File: src/rtl/core/sbe_pkg.sv
`timescale 1ns / 1ps
`default_nettype none

package sbe_pkg;

  localparam int STACK_DEPTH = 256;
  localparam int ADDR_W      = $clog2(STACK_DEPTH);
  localparam int CNT_W       = $clog2(STACK_DEPTH + 1);
  localparam int VAL_W       = 32;
  localparam int DEPTH_W     = 9;

  localparam logic signed [VAL_W-1:0] VAL_MAX = 32'sh7FFF_FFFF;
  localparam logic signed [VAL_W-1:0] VAL_MIN = 32'sh8000_0000;

  // instruction codes
  localparam logic [2:0] OP_CONST = 3'd0;
  localparam logic [2:0] OP_ADD   = 3'd1;
  localparam logic [2:0] OP_SUB   = 3'd2;
  localparam logic [2:0] OP_MUL   = 3'd3;
  localparam logic [2:0] OP_DIV   = 3'd4;
  localparam logic [2:0] OP_NEG   = 3'd5;
  localparam logic [2:0] OP_RET   = 3'd6;
  localparam logic [2:0] OP_UNK   = 3'd7;

  // status codes
  localparam logic [2:0] STS_OK        = 3'd0;
  localparam logic [2:0] STS_UNDERFLOW = 3'd1;
  localparam logic [2:0] STS_OVERFLOW  = 3'd2;
  localparam logic [2:0] STS_DIVZERO   = 3'd3;
  localparam logic [2:0] STS_UNKNOWN   = 3'd4;

  typedef struct packed {
    logic [2:0]              func;
    logic signed [VAL_W-1:0] constant_value;
  } in_t;

  typedef struct packed {
    logic [2:0]              status;
    logic                    returned;
    logic signed [VAL_W-1:0] top_value;
    logic [DEPTH_W-1:0]      depth_now;
  } out_t;

  // stack count masked to the depth field
  function automatic logic [DEPTH_W-1:0] depth_field(logic [CNT_W-1:0] c);
    logic [31:0] w;
    w = 32'(c);
    return w[DEPTH_W-1:0];
  endfunction

endpackage

`default_nettype wire

File: src/rtl/core/sbe_div.sv
`timescale 1ns / 1ps
`default_nettype none

// signed q16.16 divide, restoring, one quotient bit per cycle
module sbe_div (
  input  wire logic                           clk,
  input  wire logic                           rst_n,
  input  wire logic                           start,
  input  wire logic signed [sbe_pkg::VAL_W-1:0] dividend,
  input  wire logic signed [sbe_pkg::VAL_W-1:0] divisor,
  output logic                                done,
  output logic signed [sbe_pkg::VAL_W-1:0]      quotient
);

  localparam int W     = sbe_pkg::VAL_W;
  localparam int QW    = W + 16;
  localparam int STEPS = QW;
  localparam int SC_W  = $clog2(STEPS);

  logic          busy_r, busy_nxt;
  logic          sat_r, sat_nxt;
  logic          done_r, done_nxt;
  logic [SC_W-1:0] step_r, step_nxt;
  logic [W:0]    rem_r, rem_nxt;
  logic [QW-1:0] quo_r, quo_nxt;
  logic [W-1:0]  dvs_r, dvs_nxt;
  logic          neg_r, neg_nxt;
  logic signed [W-1:0] q_r, q_nxt;

  logic [W-1:0] mag_a, mag_b;
  logic [W:0]   shifted, trial;
  logic [QW-1:0] pos_lim, neg_lim;

  always_comb begin
    mag_a   = dividend[W-1] ? W'(-dividend) : W'(dividend);
    mag_b   = divisor[W-1]  ? W'(-divisor)  : W'(divisor);
    shifted = {rem_r[W-1:0], quo_r[QW-1]};
    trial   = shifted - {1'b0, dvs_r};
    pos_lim = QW'(sbe_pkg::VAL_MAX);
    neg_lim = pos_lim + QW'(1);

    busy_nxt = busy_r;
    sat_nxt  = 1'b0;
    done_nxt = 1'b0;
    step_nxt = step_r;
    rem_nxt  = rem_r;
    quo_nxt  = quo_r;
    dvs_nxt  = dvs_r;
    neg_nxt  = neg_r;
    q_nxt    = q_r;

    if (start) begin
      busy_nxt = 1'b1;
      step_nxt = SC_W'(STEPS - 1);
      rem_nxt  = '0;
      quo_nxt  = {mag_a, 16'b0};
      dvs_nxt  = mag_b;
      neg_nxt  = dividend[W-1] ^ divisor[W-1];
    end else if (busy_r) begin
      if (!trial[W]) begin
        rem_nxt = trial;
        quo_nxt = {quo_r[QW-2:0], 1'b1};
      end else begin
        rem_nxt = shifted;
        quo_nxt = {quo_r[QW-2:0], 1'b0};
      end
      if (step_r == '0) begin
        busy_nxt = 1'b0;
        sat_nxt  = 1'b1;
      end else begin
        step_nxt = step_r - SC_W'(1);
      end
    end else if (sat_r) begin
      done_nxt = 1'b1;
      if (!neg_r) begin
        q_nxt = (quo_r > pos_lim) ? sbe_pkg::VAL_MAX : $signed(quo_r[W-1:0]);
      end else begin
        q_nxt = (quo_r > neg_lim) ? sbe_pkg::VAL_MIN : $signed(W'(-quo_r[W-1:0]));
      end
    end
  end

  always_ff @(posedge clk) begin
    if (!rst_n) begin
      busy_r <= 1'b0;
      sat_r  <= 1'b0;
      done_r <= 1'b0;
    end else begin
      busy_r <= busy_nxt;
      sat_r  <= sat_nxt;
      done_r <= done_nxt;
    end
    step_r <= step_nxt;
    rem_r  <= rem_nxt;
    quo_r  <= quo_nxt;
    dvs_r  <= dvs_nxt;
    neg_r  <= neg_nxt;
    q_r    <= q_nxt;
  end

  assign done     = done_r;
  assign quotient = q_r;

endmodule

`default_nettype wire

File: config.mk
export PLATFORM = sky130hd
export DESIGN_NAME = sbe_div
export DESIGN_NICKNAME = d
export VERILOG_FILES = /design/src/rtl/core/sbe_pkg.sv /design/src/rtl/core/sbe_div.sv
export SDC_FILE = /design/constraint.sdc
export NUM_CORES = 1
export LEC_CHECK = 0
export ABC_AREA = 1
export BUFFER_PORTS_ARGS = -buffer_cell sky130_fd_sc_hd__buf_2
export CAP_MARGIN = 20
export CORE_MARGIN = 3
export CORE_UTILIZATION = 58
export DETAILED_ROUTE_END_ITERATION = 6
export GPL_ROUTABILITY_DRIVEN = 0
export PLACE_DENSITY = 0.78
export SLEW_MARGIN = 40
export SYNTH_ARGS = -nofsm -noshare
export SYNTH_HDL_FRONTEND = slang
export SYNTH_SLANG_ARGS = --single-unit
File: constraint.sdc
create_clock -name clk -period 4.8 [get_ports clk]
set_input_delay 0.96 -clock clk [delete_from_list [all_inputs] [get_ports clk]]
set_output_delay 0.96 -clock clk [all_outputs]
set_load 0.01 [all_outputs]
# ---- After elaboration in Yosys (flattened, before gate mapping)
# Cells that the tools add are included.
dict set report totals {
  reg_bits 154
  input_bits 67
  out_inout_bits 33
  wordCells 43
}
dict set report classes {
  add_sub_neg 5
  magnitude_cmp 2
  muxes 14
  bitwise 5
  n_reduce_logical 6
}
# op count
set ops {}
lappend ops {{$mux 32} 5}
lappend ops {{$mux 48} 2}
lappend ops {{$neg 32->32} 3}
lappend ops {{$gt 48x31->1 const B} 1}
lappend ops {{$gt 48x32->1 const B} 1}
lappend ops {{$sub 33x32->33} 1}
lappend ops {{$mux 31} 1}
lappend ops {{$logic_not 6->1} 1}
lappend ops {{$mux 1} 6}
lappend ops {{$reduce_or 3->1} 2}
lappend ops {{$sub 6x1->6 const B} 1}
lappend ops {{$not 1->1} 4}
lappend ops {{$reduce_and 3->1} 1}
lappend ops {{$reduce_and 2->1} 1}
lappend ops {{$reduce_bool 2->1} 1}
lappend ops {{$xor 1x1->1} 1}

# ---- Depth between registers and ports, before layout
dict set report logic_depth {
  word_depth 4
  mapped_depth 18
  ltp_nobuf 17
}

# ---- Worst setup path after synthesis
# Ideal clock, no wire load.
dict set report synth_path {
  path_kind {input port to flip-flop}
  from {input port start}
  to {register q_r[0], in the netlist quotient[0], enable pin}
  setup_ps 421
  arrival_ps 3870
  required_time_ps 4379
  setup_slack_ps 509
  stages 5
  n_path_buf 2
  path_cell_list {clkbuf_1 nor2_1 clkinv_1 clkbuf_1 nor2_1}
}
dict set report synth_via {
  elab_chain_len 2
}
# element line_no
set synth_rtl {}
lappend synth_rtl {{start: declaration} sbe_div.sv:8} ;# input wire logic start,
lappend synth_rtl {{$not 1->1 (no source line)} --}
lappend synth_rtl {{$reduce_and 3->1 (no source line)} --}
lappend synth_rtl {{end signal: assignment} sbe_div.sv:98} ;# q_r <= q_nxt;
lappend synth_rtl {{end: declaration} sbe_div.sv:28} ;# logic signed [W-1:0] q_r, q_nxt;
# Every way passes these cells.
# A chain may end at the register's enable or synchronous reset.

# ---- Worst setup path after layout
dict set report layout_path {
  from {register quo_r[47]}
  to {register rem_r[29]}
}
dict set report layout_via {
  elab_chain_len 2
}
# element line_no
set layout_rtl {}
lappend layout_rtl {{start: declaration} sbe_div.sv:25} ;# logic [QW-1:0] quo_r, quo_nxt;
lappend layout_rtl {{start signal: assignment} sbe_div.sv:95} ;# quo_r <= quo_nxt;
lappend layout_rtl {{$sub 33x32->33} sbe_div.sv:38} ;# trial = shifted - {1'b0, dvs_r};
lappend layout_rtl {{$mux 32} sbe_div.sv:60} ;# if (!trial[W]) begin
lappend layout_rtl {{end signal: assignment} sbe_div.sv:94} ;# rem_r <= rem_nxt;
lappend layout_rtl {{end: declaration} sbe_div.sv:24} ;# logic [W:0] rem_r, rem_nxt;
# Every way passes these cells.

==> results.md <==
Outcome:
- The flow ran to the end, and the final reports show no timing, DRC or antenna violations.

Finish:
- The layout has 1664 filler cells.
- The fraction of layout cells with a size suffix above 1 is 12.46%.
- The net count of the finished layout is 1842.
- For this run, the share of the core covered by cells in the final layout is 66.69%.
- The library cell used most frequently in the layout, excluding fill and tap cells, is nand2_1.
- In the layout the commonest cells are 481 x nand2_1, 276 x inv_1, 131 x nor2_1.
- Relative to the synthesized area, the layout overhead comes to 11.49%.
- The final antenna diode count is 0.

Yosys:
- The synthesized area is 0.01130 sq mm.
- In this run, synthesis produced a sequential element count of 154.
- The post-synthesis area per instance is 6.857 sq um.
- The fraction of synthesis flops using an asynchronous set or reset pin is 0%.
- By area the synthesized netlist is led by edfxtp_1 26%, nand2_1 16%, dfxtp_1 10%, inv_1 9.2%, nand3_1 5.0%.
- The number of distinct library cell variants in the gate-level netlist after synthesis is 41.
- The number of nets handed over by synthesis was 1753.
- The commonest register cell after synthesis is edfxtp_1.
- The number of synthesized flops with an enable pin is 97.
- For this run, the number of Yosys warnings is 0.
- The largest area contributor in the netlist is edfxtp_1.
- The sequential cell area fraction in the yosys report is 35.87%.
- Of the post-synthesis cell area, the dominant cell type holds 25.78%.
- The cell count after synthesis is 1648.

Flow run:
- The tool flagged a number of max-cap violations equal to 0.

Pwr:
- The combinational fraction of design power is 15.0%.
- The switching power is 971.1 uW.
- The reported leakage power is 0.006334 uW.
- The internal portion of the total power is 2448 uW.
- The switching part of the total is 28.40%.
- Dividing total power by cell area gives a power density of 271.3 mW/mm^2.
- Across the VDD grid, the largest voltage drop is 0.2084 mV.
- The clock power share is 40.4%.
- In this run, flip-flops and latches consume 44.6% of the power.

Clock network:
- TritonCTS built the clock tree.
- The CTS buffer count is 17.
- The root cell of the clock tree is clkbuf_16.
- The clock net in this run drives a total of 154 sinks.
- The clock insertion delay at the later pin of the skew report is 430 ps.
- The number of buffers on the longest clock path is 2.
- The H-tree was split into 4 levels.
- Clock-pin slew was measured on the worst setup and hold paths at 70 ps.
- Gates resized during post-CTS repair numbered 0.
- Buffers inserted to repair hold after CTS numbered 0.
- The post-CTS setup buffer count is 0.

Global route:
- For this run the aggregate overflow at the end of global routing stands at 0.
- The number of antenna violations at the first check in global routing was 0.
- The via count of the first global-routing pass is 9758.
- In the global route stage, overall resource usage came out at 27.92%.
- The first global-routing pass estimated 48760 microns of wire.
- The pin count of the biggest net entering global routing is 50.

Setup path:
- The critical path is of the flip-flop to flip-flop type.
- The critical path data required time is 5180 ps.
- Of all nets on the critical path, the largest fanout is 17.
- At the worst endpoint, the arrival time is 3020 ps.
- The worst setup path is launched from a flip-flop.
- STA classifies the critical path endpoint as a flip-flop.

STA:
- Of the available clock period, the critical path in the final layout requires 54.92%.
- The total setup violations reported at the end of the flow is 0.
- The maximum clock skew at final layout is 11.32 ps.
- Measured against its own limit, the worst slew margin works out to 53.55%.
- The slew at the pin with the worst max-slew slack is 696.0 ps.
- The number of hold violations in the final report is 0.
- Adding up every negative setup slack in the final design gives 0 ps.
- The achievable frequency is 379.4 MHz.
- The number of max-slew violations in the final report is 0.
- The final critical delay including setup and external delays is 2636 ps.
- Setup repair after global routing left no endpoint under its margin.

Die:
- The vertical extent of the die is 145.6 microns.
- The die covers 0.02120 sq mm.
- The total I/O pin count is 100.
- The floorplan step defined a core boundary enclosing 0.01889 sq mm.
- The die is 145.6 microns wide.
- The number of placement rows is 50.
- The starting density of the core is 59.81%.

Place:
- The wire-length estimate of the detail-placed layout is 22760 microns.
- Input and output buffers added on the ports amount to 99.

Routing:
- The total vias in the final route is 10980.
- The initial DRC count is 1198.
- After detailed routing, the average wire length per cell comes to 14.81 microns.
- The pre-antenna-repair detailed-routing pass consisted of 7 iterations.
- The routed via count divided by cell count is 5.463.
- The total detailed-routing wirelength is 29770 microns.
- The residual DRC count is 0.
- The post-detailed-route count of antenna-violating nets is 0.

Hold path:
- The worst hold path belongs to the class flip-flop to flip-flop.
metal layers:
metal | up-vias | track usage, % | part of all wire [%]
met3 | 44 | 4.952 | 9.9
met4 | 0 | 6.695 | 1.7
met5 | - | 0 | 0
li1 | 5445 | - | -
met1 | 4937 | 42.56 | 46
met2 | 554 | 41.39 | 43
through the flow:
stage	cells	setup WS (ps)	hold slack [ps]	total power (uW)	cell area [sq um]
floorplan	1648	509.1	424.6	1878	11300
finish	2010	2164	473.4	3419	12600
detailed placement	1978	1920	461.1	2050	12000
global route	2010	1936	491.9	3550	12600
CTS	2010	2066	472.8	3421	12600
global placement	1978	2007	462.3	2041	12000
area by class of cell:
class                      count  area (sq um)  share of cell area (%)
multi-input combinational   1170          5995                   47.58
sequential                   154          4054                   32.17
clock buffer                  22         496.7                   3.942
inverter                     289          1085                   8.610
clock inverter                10         103.9                  0.8242
timing repair buffer         105         540.5                   4.290
tap                          260         325.3                   2.582
flip-flops by register name, summed over array words and instances, names as in the netlist:
| register | count |
|---|---|
| done | 1 |
| neg_r | 1 |
| sat_r | 1 |
| dvs_r | 32 |
| rem_r | 32 |
| quo_r | 48 |
| busy_r | 1 |
| step_r | 6 |
| quotient | 32 |
final timing paths:
check / depth (start not counted) / startpoint / slack, ps / end
worst max register to register: 16 / quo_r[47]$_DFFE_PP_ / 2160 / rem_r[29]$_SDFFE_PP0P_
worst max-delay path: 16 / quo_r[47]$_DFFE_PP_ / 2160 / rem_r[29]$_SDFFE_PP0P_
worst min-delay path: 2 / rem_r[16]$_SDFFE_PP0P_ / 470 / rem_r[16]$_SDFFE_PP0P_
worst min register to register: 2 / rem_r[16]$_SDFFE_PP0P_ / 470 / rem_r[16]$_SDFFE_PP0P_
logic make-up (layout without fill, tap and decap cells):
family                   Yosys count  in the layout  synth area share (%)
flip-flops                       154            154                 35.87
adder cells (fa/ha/maj)           38             38                 4.274
XOR/XNOR                          65             65                 5.038
AND/OR/NAND/NOR                  867            867                 34.05
buffers and inverters            324            426                 11.22
AO/OA/AOI/OAI                    200            200                 9.555
cell usage after synthesis (25+ instances only):
cell type,number
a21oi_1,47
dfxtp_1,57
edfxtp_1,97
ha_1,37
inv_1,277
nand2_1,482
nand2_2,30
nand3_1,112
nand4_1,26
nor2_1,134
nor3_1,25
o21ai_0,111
xor2_1,45
critical path, stage by stage (launching register included):
cell and delay [ps]:
edfxtp_1 380, inv_1 70, ha_1 230, fa_1 400, inv_1 120, nand2_1 80, nand2_1 80, nand3_1 90
nand2_2 150, nand2_4 70, nand2_4 70, nand2_4 70, nand3_4 200, nand3_2 310, nand2_1 140, nand2_1 60
nand2_1 50
power by group through the flow:
stage	logic (uW)	clock network (uW)	registers, uW
floorplan	341	0	1540
finish	512	1380	1530
global placement	491	0	1550
global route	572	1450	1530
CTS	501	1400	1520
detailed placement	498	0	1550
No activity file was read; power rests on OpenSTA's default activity.
